<file path="config.mk">
export PLATFORM = sky130hd
export DESIGN_NAME = xml_text_escape_transcoder
export DESIGN_NICKNAME = d
export VERILOG_FILES = /design/src/rtl/core/xtet_pkg.sv /design/src/rtl/core/xml_text_escape_transcoder.sv /design/src/rtl/core/xtet_front.sv /design/src/rtl/core/xtet_fifo.sv /design/src/rtl/core/xtet_back.sv
export VERILOG_INCLUDE_DIRS = /design/src /design/src/rtl/core
export SDC_FILE = /design/constraint.sdc
export NUM_CORES = 1
export LEC_CHECK = 0
export BUFFER_PORTS_ARGS = -buffer_cell sky130_fd_sc_hd__buf_2
export CAP_MARGIN = 30
export CORE_MARGIN = 10
export CORE_UTILIZATION = 25
export CTS_CLUSTER_DIAMETER = 50
export DETAILED_ROUTE_END_ITERATION = 10
export MAX_ROUTING_LAYER = met4
export SLEW_MARGIN = 20
export SYNTH_ARGS = -nofsm -noshare
export SYNTH_HDL_FRONTEND = slang
export SYNTH_SLANG_ARGS = --single-unit
</file>
<file path="constraint.sdc">
create_clock -name clk -period 5.92 [get_ports clk]
set_input_delay 0.888 -clock clk [delete_from_list [all_inputs] [get_ports clk]]
set_output_delay 0.888 -clock clk [all_outputs]
set_load 0.02 [all_outputs]
</file>
<file path="src/rtl/core/xml_text_escape_transcoder_defines.svh">
// ----------------------------------------------------------------------------
// XML text escape transcoder: assertion macros
// Shared concurrent assertion wrappers; they compile away with NO_ASSERTIONS.
// ----------------------------------------------------------------------------
`ifndef XML_TEXT_ESCAPE_TRANSCODER_DEFINES_SVH
`define XML_TEXT_ESCAPE_TRANSCODER_DEFINES_SVH

`ifndef NO_ASSERTIONS

// General property, checked on every rising edge outside reset.
`define XTET_ASSERT(name, clk, rst_n, prop, msg) \
  name: assert property (@(posedge clk) disable iff (!rst_n) (prop)) \
    else $error(msg);

// Same-cycle implication built on the general form.
`define XTET_ASSERT_IMP(name, clk, rst_n, ante, cons, msg) \
  `XTET_ASSERT(name, clk, rst_n, (ante) |-> (cons), msg)

`else

`define XTET_ASSERT(name, clk, rst_n, prop, msg)
`define XTET_ASSERT_IMP(name, clk, rst_n, ante, cons, msg)

`endif

`endif

</file>
<file path="src/rtl/core/xtet_pkg.sv">
// ----------------------------------------------------------------------------
// XML text escape transcoder package
// Character set codes, job descriptor type and the run expansion tables.
// ----------------------------------------------------------------------------
package xtet_pkg;

  localparam int unsigned CODE_W    = 5;
  localparam int unsigned BYTE_W    = 8;
  localparam int unsigned CFG_IDX_W = 2;
  localparam int unsigned RUN_IDX_W = 3;
  localparam int unsigned TEXT_W    = 48;

  localparam int unsigned FIFO_DEPTH = 4;
  localparam int unsigned FIFO_AW    = $clog2(FIFO_DEPTH);
  localparam int unsigned FIFO_CW    = FIFO_AW + 1;

  localparam logic [CODE_W-1:0] CODE_NONE      = 5'd0;
  localparam logic [CODE_W-1:0] CODE_ASCII     = 5'd1;
  localparam logic [CODE_W-1:0] CODE_UTF8      = 5'd3;
  localparam logic [CODE_W-1:0] CODE_ISO_FIRST = 5'd4;
  localparam logic [CODE_W-1:0] CODE_ISO_LAST  = 5'd19;
  localparam logic [CODE_W-1:0] CODE_UNKNOWN   = 5'd20;

  localparam logic [CFG_IDX_W-1:0] CFG_INPUT_CODE  = 2'd0;
  localparam logic [CFG_IDX_W-1:0] CFG_OUTPUT_CODE = 2'd1;
  localparam logic [CFG_IDX_W-1:0] CFG_ESCAPE      = 2'd2;

  localparam logic [BYTE_W-1:0] HIGH_LIMIT = 8'h7F;
  localparam logic [BYTE_W-1:0] LOW_LIMIT  = 8'd30;
  localparam logic [BYTE_W-1:0] CONT_MASK  = 8'h3F;

  localparam logic [BYTE_W-1:0] CH_AMP  = 8'h26;
  localparam logic [BYTE_W-1:0] CH_QUOT = 8'h22;
  localparam logic [BYTE_W-1:0] CH_APOS = 8'h27;
  localparam logic [BYTE_W-1:0] CH_LT   = 8'h3C;
  localparam logic [BYTE_W-1:0] CH_GT   = 8'h3E;
  localparam logic [BYTE_W-1:0] CH_SEMI = 8'h3B;

  localparam logic [TEXT_W-1:0] TXT_AMP  = {"&amp;", 8'h00};
  localparam logic [TEXT_W-1:0] TXT_QUOT = "&quot;";
  localparam logic [TEXT_W-1:0] TXT_APOS = "&apos;";
  localparam logic [TEXT_W-1:0] TXT_LT   = {"&lt;", 16'h0000};
  localparam logic [TEXT_W-1:0] TXT_GT   = {"&gt;", 16'h0000};
  localparam logic [23:0]       TXT_HEX  = "&#x";

  // Kind of work handed from the front to the back.
  typedef logic [1:0] kind_t;
  localparam kind_t KIND_BYTE = 2'd0;
  localparam kind_t KIND_ENT  = 2'd1;
  localparam kind_t KIND_HEX  = 2'd2;

  typedef struct packed {
    kind_t             kind;
    logic [BYTE_W-1:0] data;
  } job_t;

  function automatic logic code_none(input logic [CODE_W-1:0] c);
    return (c == CODE_NONE) || (c >= CODE_UNKNOWN);
  endfunction

  function automatic logic code_narrow(input logic [CODE_W-1:0] c);
    return c inside {CODE_ASCII, [CODE_ISO_FIRST:CODE_ISO_LAST]};
  endfunction

  function automatic logic is_markup(input logic [BYTE_W-1:0] b);
    return b inside {CH_AMP, CH_QUOT, CH_APOS, CH_LT, CH_GT};
  endfunction

  function automatic logic [BYTE_W-1:0] hex_digit(input logic [3:0] n);
    logic [BYTE_W-1:0] w;
    w = {4'h0, n};
    return (n < 4'd10) ? (8'h30 + w) : (8'h57 + w);
  endfunction

  function automatic logic [RUN_IDX_W-1:0] job_len(input job_t j);
    logic [RUN_IDX_W-1:0] len;
    case (j.kind)
      KIND_BYTE: len = 3'd1;
      KIND_ENT: begin
        case (j.data)
          CH_AMP:          len = 3'd5;
          CH_QUOT, CH_APOS: len = 3'd6;
          CH_LT, CH_GT:    len = 3'd4;
          default:         len = 3'd1;
        endcase
      end
      KIND_HEX: len = (j.data[7:4] != 4'h0) ? 3'd6 : 3'd5;
      default:  len = 3'd1;
    endcase
    return len;
  endfunction

  // Whole run of a job, first byte in the top bits.
  function automatic logic [TEXT_W-1:0] job_text(input job_t j);
    logic [TEXT_W-1:0] t;
    case (j.kind)
      KIND_BYTE: t = {j.data, 40'h0};
      KIND_ENT: begin
        case (j.data)
          CH_AMP:  t = TXT_AMP;
          CH_QUOT: t = TXT_QUOT;
          CH_APOS: t = TXT_APOS;
          CH_LT:   t = TXT_LT;
          CH_GT:   t = TXT_GT;
          default: t = {j.data, 40'h0};
        endcase
      end
      KIND_HEX: begin
        if (j.data[7:4] != 4'h0) begin
          t = {TXT_HEX, hex_digit(j.data[7:4]), hex_digit(j.data[3:0]), CH_SEMI};
        end else begin
          t = {TXT_HEX, hex_digit(j.data[3:0]), CH_SEMI, 8'h00};
        end
      end
      default: t = {j.data, 40'h0};
    endcase
    return t;
  endfunction

  function automatic logic [BYTE_W-1:0] job_char(input job_t j,
                                                 input logic [RUN_IDX_W-1:0] idx);
    logic [TEXT_W-1:0] t;
    logic [BYTE_W-1:0] c;
    t = job_text(j);
    case (idx)
      3'd0:    c = t[47:40];
      3'd1:    c = t[39:32];
      3'd2:    c = t[31:24];
      3'd3:    c = t[23:16];
      3'd4:    c = t[15:8];
      3'd5:    c = t[7:0];
      default: c = 8'h00;
    endcase
    return c;
  endfunction

endpackage

</file>
<file path="src/rtl/core/xml_text_escape_transcoder.sv">
// Path: a result byte passes from the job queue into the registered output stage before it
// is on the output ports; out_pop takes it at an edge where out_empty is low.
// Throughput: one input beat per cycle while each gives at most one byte and out_pop
// keeps up; the back end emits one output byte per cycle unless out_pop holds it back.
// Reset: synchronous, active low; clears configuration, lead state, queue and output stage.
// ----------------------------------------------------------------------------
// XML text escape transcoder
// Escapes XML markup and converts between Latin/ASCII and UTF-8, byte by byte.
// ----------------------------------------------------------------------------
//
// The design is split into a front end and a back end joined by a four-entry
// job queue. The front end holds the configuration registers and the pending
// UTF-8 lead byte, and classifies every accepted beat into a job: a plain byte,
// an XML entity, or a lowercase hex character reference. Beats that produce
// nothing (unsupported code pairs, or a lead byte that waits for its
// continuation) are accepted without queueing anything.
//
// The back end walks each job one byte per cycle, unless out_pop holds the output,
// through a registered output stage, marking the final byte of every run. Because
// the queue sits between them, the input side keeps accepting beats while a long
// entity drains, and it only stalls once the queue has filled.
//
// A configuration write to a valid index clears the pending lead byte. Writes to an index past
// the last register are ignored.

module xml_text_escape_transcoder (
  input  logic                            clk,
  input  logic                            rst_n,
  input  logic                            cfg_we,
  input  logic [xtet_pkg::CFG_IDX_W-1:0]  cfg_index,
  input  logic [xtet_pkg::CODE_W-1:0]     cfg_wdata,
  input  logic                            in_push,
  output logic                            in_full,
  input  logic [xtet_pkg::BYTE_W-1:0]     in_byte,
  input  logic                            in_string_end,
  output logic                            out_empty,
  input  logic                            out_pop,
  output logic [xtet_pkg::BYTE_W-1:0]     out_byte,
  output logic                            out_run_last
);
  import xtet_pkg::*;

  // Job handed from the front end into the queue.
  job_t front_job;
  logic front_push;

  // Queue head as seen by the back end.
  job_t q_job;
  logic q_full, q_empty, q_pop;

  xtet_front u_front (
    .clk           (clk),
    .rst_n         (rst_n),
    .cfg_we        (cfg_we),
    .cfg_index     (cfg_index),
    .cfg_wdata     (cfg_wdata),
    .in_push       (in_push),
    .in_full       (in_full),
    .in_byte       (in_byte),
    .in_string_end (in_string_end),
    .job_push      (front_push),
    .job           (front_job),
    .q_full        (q_full)
  );

  xtet_fifo u_fifo (
    .clk    (clk),
    .rst_n  (rst_n),
    .push   (front_push),
    .wr_job (front_job),
    .full   (q_full),
    .pop    (q_pop),
    .rd_job (q_job),
    .empty  (q_empty)
  );

  xtet_back u_back (
    .clk          (clk),
    .rst_n        (rst_n),
    .q_empty      (q_empty),
    .q_job        (q_job),
    .q_pop        (q_pop),
    .out_empty    (out_empty),
    .out_pop      (out_pop),
    .out_byte     (out_byte),
    .out_run_last (out_run_last)
  );

endmodule

</file>
<file path="src/rtl/core/xtet_front.sv">
// ----------------------------------------------------------------------------
// XML text escape transcoder: front end
// Holds configuration and lead state, and classifies each input beat.
// ----------------------------------------------------------------------------
`include "xml_text_escape_transcoder_defines.svh"

module xtet_front (
  input  logic                            clk,
  input  logic                            rst_n,
  input  logic                            cfg_we,
  input  logic [xtet_pkg::CFG_IDX_W-1:0]  cfg_index,
  input  logic [xtet_pkg::CODE_W-1:0]     cfg_wdata,
  input  logic                            in_push,
  output logic                            in_full,
  input  logic [xtet_pkg::BYTE_W-1:0]     in_byte,
  input  logic                            in_string_end,
  output logic                            job_push,
  output xtet_pkg::job_t                  job,
  input  logic                            q_full
);
  import xtet_pkg::*;

  logic [CODE_W-1:0] input_code_r;
  logic [CODE_W-1:0] output_code_r;
  logic              escape_r;
  logic              lead_pending_r, lead_pending_nxt;
  logic [1:0]        lead_low_r, lead_low_nxt;

  logic              accept;
  logic              has_out;
  logic              in_none, out_none, markup, esc_hit;
  logic [BYTE_W-1:0] cont;
  logic              cfg_hit;

  assign accept   = in_push && !q_full;
  assign in_full  = q_full;
  assign job_push = accept && has_out;
  assign cfg_hit  = cfg_we && (cfg_index == CFG_INPUT_CODE || cfg_index == CFG_OUTPUT_CODE ||
                               cfg_index == CFG_ESCAPE);

  always_comb begin
    in_none          = code_none(input_code_r);
    out_none         = code_none(output_code_r);
    markup           = is_markup(in_byte);
    esc_hit          = escape_r && markup;
    cont             = in_byte & CONT_MASK;
    has_out          = 1'b1;
    job.kind         = KIND_BYTE;
    job.data         = in_byte;
    lead_pending_nxt = lead_pending_r;
    lead_low_nxt     = lead_low_r;

    if (lead_pending_r) begin
      // Continuation byte: folded with the stored lead bits, never escaped.
      lead_pending_nxt = 1'b0;
      job.data         = {lead_low_r, cont[5:0]};
    end else if (!escape_r && (in_none || out_none || input_code_r == output_code_r)) begin
      job.data = in_byte;
    end else if (in_none || out_none) begin
      if (markup) begin
        job.kind = KIND_ENT;
      end
    end else if (output_code_r == CODE_UTF8) begin
      if (code_narrow(input_code_r)) begin
        if (esc_hit) begin
          job.kind = KIND_ENT;
        end else if (in_byte > HIGH_LIMIT || in_byte < LOW_LIMIT) begin
          job.kind = KIND_HEX;
        end
      end else if (input_code_r == CODE_UTF8) begin
        if (markup) begin
          job.kind = KIND_ENT;
        end
      end else begin
        has_out = 1'b0;
      end
    end else if (input_code_r == CODE_UTF8 && code_narrow(output_code_r)) begin
      if (esc_hit) begin
        job.kind = KIND_ENT;
      end else if (in_byte > HIGH_LIMIT) begin
        if (in_string_end) begin
          // A lead byte that closes the string folds with zero.
          job.data = {in_byte[1:0], 6'b000000};
        end else begin
          has_out          = 1'b0;
          lead_pending_nxt = 1'b1;
          lead_low_nxt     = in_byte[1:0];
        end
      end
    end else begin
      has_out = 1'b0;
    end
  end

  always_ff @(posedge clk) begin
    if (!rst_n) begin
      input_code_r   <= CODE_NONE;
      output_code_r  <= CODE_NONE;
      escape_r       <= 1'b0;
      lead_pending_r <= 1'b0;
      lead_low_r     <= 2'b00;
    end else if (cfg_hit) begin
      if (cfg_index == CFG_INPUT_CODE) begin
        input_code_r <= cfg_wdata;
      end
      if (cfg_index == CFG_OUTPUT_CODE) begin
        output_code_r <= cfg_wdata;
      end
      if (cfg_index == CFG_ESCAPE) begin
        escape_r <= cfg_wdata[0];
      end
      lead_pending_r <= 1'b0;
    end else if (accept) begin
      lead_pending_r <= lead_pending_nxt;
      lead_low_r     <= lead_low_nxt;
    end
  end

  `XTET_ASSERT_IMP(a_lead_mode, clk, rst_n, lead_pending_r, input_code_r == CODE_UTF8 && code_narrow(output_code_r), "lead byte pending outside the UTF-8 folding mode")

endmodule

</file>
<file path="src/rtl/core/xtet_fifo.sv">
// ----------------------------------------------------------------------------
// XML text escape transcoder: job queue
// Small register queue that decouples classification from expansion.
// ----------------------------------------------------------------------------
`include "xml_text_escape_transcoder_defines.svh"

module xtet_fifo (
  input  logic           clk,
  input  logic           rst_n,
  input  logic           push,
  input  xtet_pkg::job_t wr_job,
  output logic           full,
  input  logic           pop,
  output xtet_pkg::job_t rd_job,
  output logic           empty
);
  import xtet_pkg::*;

  job_t               slot_r [FIFO_DEPTH];
  logic [FIFO_AW-1:0] wr_ptr_r, rd_ptr_r;
  logic [FIFO_CW-1:0] count_r, count_nxt;
  logic               do_push, do_pop;

  assign full    = (count_r == FIFO_CW'(FIFO_DEPTH));
  assign empty   = (count_r == '0);
  assign rd_job  = slot_r[rd_ptr_r];
  assign do_push = push && !full;
  assign do_pop  = pop && !empty;

  always_comb begin
    count_nxt = count_r;
    if (do_push && !do_pop) begin
      count_nxt = count_r + 1'b1;
    end else if (do_pop && !do_push) begin
      count_nxt = count_r - 1'b1;
    end
  end

  always_ff @(posedge clk) begin
    if (!rst_n) begin
      wr_ptr_r <= '0;
      rd_ptr_r <= '0;
      count_r  <= '0;
    end else begin
      if (do_push) begin
        wr_ptr_r <= wr_ptr_r + 1'b1;
      end
      if (do_pop) begin
        rd_ptr_r <= rd_ptr_r + 1'b1;
      end
      count_r <= count_nxt;
    end
  end

  always_ff @(posedge clk) begin
    if (do_push) begin
      slot_r[wr_ptr_r] <= wr_job;
    end
  end

  `XTET_ASSERT_IMP(a_no_overrun, clk, rst_n, push, !full, "job written into a full queue")
  `XTET_ASSERT(a_count_bound, clk, rst_n, count_r <= FIFO_CW'(FIFO_DEPTH), "queue count beyond its depth")

endmodule

</file>
<file path="src/rtl/core/xtet_back.sv">
// ----------------------------------------------------------------------------
// XML text escape transcoder: back end
// Expands each queued job to its byte run, one byte per cycle unless stalled.
// ----------------------------------------------------------------------------
`include "xml_text_escape_transcoder_defines.svh"

module xtet_back (
  input  logic                        clk,
  input  logic                        rst_n,
  input  logic                        q_empty,
  input  xtet_pkg::job_t              q_job,
  output logic                        q_pop,
  output logic                        out_empty,
  input  logic                        out_pop,
  output logic [xtet_pkg::BYTE_W-1:0] out_byte,
  output logic                        out_run_last
);
  import xtet_pkg::*;

  logic [RUN_IDX_W-1:0] idx_r;
  logic                 out_valid_r, out_valid_nxt;
  logic [BYTE_W-1:0]    out_byte_r;
  logic                 out_run_last_r;
  logic                 advance, emit, is_last;
  logic [RUN_IDX_W-1:0] len;

  assign len       = job_len(q_job);
  assign is_last   = (idx_r == len - 3'd1);
  assign advance   = !out_valid_r || out_pop;
  assign emit      = advance && !q_empty;
  assign q_pop     = emit && is_last;
  assign out_empty = !out_valid_r;
  assign out_byte     = out_byte_r;
  assign out_run_last = out_run_last_r;

  always_comb begin
    out_valid_nxt = out_valid_r;
    if (advance) begin
      out_valid_nxt = !q_empty;
    end
  end

  always_ff @(posedge clk) begin
    if (!rst_n) begin
      idx_r       <= '0;
      out_valid_r <= 1'b0;
    end else begin
      out_valid_r <= out_valid_nxt;
      if (emit) begin
        idx_r <= is_last ? '0 : idx_r + 1'b1;
      end
    end
  end

  always_ff @(posedge clk) begin
    if (emit) begin
      out_byte_r     <= job_char(q_job, idx_r);
      out_run_last_r <= is_last;
    end
  end

  `XTET_ASSERT_IMP(a_idle_index, clk, rst_n, q_empty, idx_r == '0, "run index left open with no job queued")
  `XTET_ASSERT_IMP(a_index_in_run, clk, rst_n, !q_empty, idx_r < job_len(q_job), "run index past the end of its job")
  `XTET_ASSERT_IMP(a_run_open, clk, rst_n, out_valid_r && !out_run_last_r, !q_empty, "unfinished run lost its job")

endmodule
</file>
==> flow_summary.ini <==
[yosys]
yosys-top-cells-area = edfxtp_1, dfxtp_1, ha_1
synth_seq_area_share_pct = 44.8
synth.avg_cell_area_um2 = 10.2
synth_nets = 484
synth.most_common_cell = edfxtp_1
ys_types = 60
ys_ff_latch = 76
synth-warning-count = 0
yosysTopAreaCell = edfxtp_1
synth_top_cell_area_share_pct = 32.7
syn_inst = 441
async_reset_ff_share_pct = 0
synth_ff_type = edfxtp_1
synth-edff-count = 49
netlist_area_um2 = 4490
synth.cells.most_frequent = edfxtp_1, nand2_1, a21oi_1, dfxtp_1, o21ai_0

[final_layout]
nets = 524
n_fill_cell = 1798
drive_gt1_share_pct = 16.3
multi_input_area_um2 = 2340
insertedDiodeCount = 0
syn2layout_area_growth_pct = 17.0
register_area_um2 = 2010

[sta]
slew_violations = 0
rsz0062_at_grt = no
fmax_mhz = 188
finalCritPeriodShare_pct = 89.8
hold_viol = 0
final.setup.tns_ps = 0
finalSetupViolCount = 0
finalCriticalPeriod_ps = 5320
worstMarginPinSlew_ps = 752
fin_worst_skew_ps = 8.09
relSlewSlack_pct = 49.6

[placement]
post-dp-hpwl_mm = 8.35
place_congestion = 0.893
io_buffers = 31

[floorplanning]
io_pins = 32
die_y_um = 154
core_um2 = 17500
die_x_um = 154
num_rows = 48
initial_core_util_pct = 25.7
die_area_um2 = 23700

[setup_path]
cp_num_buf_inv = 2
crit_chain = buf_4 -> mux4_2 -> or4b_4 -> nor3_1 -> o21ai_0 -> nand2_1 -> nand2_1 -> ha_1 -> xnor2_1 -> or3b_2 -> or3_1 -> a311oi_4 -> nand2_2 -> ha_1 -> inv_1 -> fa_1 -> xor2_1 -> or3_1 -> a21boi_0
cp_slowest_cell = mux4_2
worst_setup_path_start_kind = register
cp_max_fo = 9
cpLargestDelayFamily = simple AND/OR/NAND/NOR gates
critPathMaxStageDelay_ps = 640
critPathRequiredTime_ps = 6170
cp-end-kind = register
critPathKind = reg -> reg
arrival_ps = 5570

[clocking]
clock_sinks = 76
cts_resized = 0
ctsLongestPathBuffers = 2
holdBufCountCts = 0
cts_made_buffers = 9
clock_latency_ps = 330
cts.reportedPaths.clkPinSlew_ps = 60
htree_levels = 3
cts_root_buffer = clkbuf_16
cts_setup_buffers = 0
cts_tree = done

[power_and_ir_drop]
leakage_uw = 0.00193
vdd.ir_drop.worst_v = 0.000154
power_uw = 2140
powerDensity_nw_per_um2 = 407

[routing]
via_per_inst = 4.80
wire_per_inst_um = 15.2
remaining_drc_errors = 0
drtAntennaViolNets = 0
routed-via-count = 3412
drt_wl_total_mm = 10.8
first_iter_violations = 240
dr.pass1.iters = 5

[global_route]
grt_pass1_wl_mm = 17.7
globalRouteTotalUtil_pct = 9.20
antenna_found_initial = 0
grt_pass1_vias = 3444
grt_max_degree = 27
grt.overflow.total = 0

[job]
max_cap_viol_count = 0

[worst_hold_path]
hold_class = reg -> reg

[status]
status = completed
-- metal layers --
layer  vias to the layer above  share of wire (%)  track usage [%]
met1                      1611                 47             11.2
met4                         0                1.2             2.56
li1                       1693                  -                -
met5                         -                  0                -
met3                        11                5.3             2.57
met2                        97                 47             14.7
-- per-stage QoR --
stage / hold WS, ps / worst slack [ps] / cells / utilization (%) / cell area, um^2
after CTS: 486 / 556 / 710 / 30.0 / 5250
after global placement: 469 / 747 / 694 / 28.3 / 4950
final: 479 / 601 / 711 / 30.1 / 5260
after floorplan: 455 / 343 / 441 / - / 4490
after detailed placement: 477 / 592 / 694 / 28.3 / 4950
after global routing: 532 / 226 / 711 / 30.1 / 5260
-- flip-flops by register name (all words and copies together), names as in the netlist, named ones only --
register,count
u_front.input_code_r,5
u_back.out_run_last,1
u_back.idx_r,3
u_fifo.slot_r,40
u_front.lead_low_r,2
u_fifo.rd_ptr_r,2
u_front.output_code_r,5
u_back.out_byte,8
u_fifo.count_r,3
u_front.lead_pending_r,1
u_back.out_valid_r,1
u_front.escape_r,1
u_fifo.wr_ptr_r,2
-- final timing paths --
check	startpoint	endpoint	slack, ps	cells after the start
max	register	u_fifo.count_r[2]$_SDFFE_PN0P_	600	19
min	u_back.out_valid_r$_SDFFE_PN0N_	u_back.out_valid_r$_SDFFE_PN0N_	480	2
max reg2reg	register	u_fifo.count_r[2]$_SDFFE_PN0P_	600	19
min reg2reg	u_back.out_valid_r$_SDFFE_PN0N_	u_back.out_valid_r$_SDFFE_PN0N_	480	2
-- worst min-delay path: cells and delay by family, from the launching register on --
kind	cells	cell delay [ps]
AOI/OAI and AO/OA	1	60
and+or+nand+nor	1	50
DFF	1	320
-- final cells by class --
class,count,share of cell area [%]
clock inverter,7,1.40
sequential,76,38.3
multi-input combinational,330,44.6
inverter,21,1.50
clock buffer,9,4.28
timing repair buffer,43,4.62
tap,225,5.36
-- power breakdown --
part	switching [uW]	total [uW]	leakage, uW	internal, uW
combinational	533	866	0.00110	334
sequential	42.6	721	0.000684	678
clock	222	551	0.000148	329
total	797	2140	0.00193	1340
-- layout by cell type, fill, tap and decap left out, types with 6 or more instances in the layout --
| cell | instances |
|---|---|
| edfxtp_1 | 49 |
| nand2_1 | 41 |
| a21oi_1 | 32 |
| buf_2 | 32 |
| o21ai_0 | 27 |
| dfxtp_1 | 27 |
| nor2_1 | 26 |
| ha_1 | 21 |
| inv_1 | 20 |
| nor2b_1 | 20 |
| and2_1 | 20 |
| mux2i_1 | 19 |
| xnor2_1 | 11 |
| buf_4 | 11 |
| nor3_1 | 10 |
| nand3_1 | 10 |
| mux4_2 | 9 |
| clkbuf_16 | 9 |
| o211ai_1 | 6 |
-- logic make-up after synthesis --
family / synth area share, %
compound gates: 14.6
xor+xnor: 2.73
fa+ha+maj: 6.29
buf+inv: 3.12
flops: 44.8
mux: 9.74
simple gates: 18.7
Power figures use the tool's default switching activity.
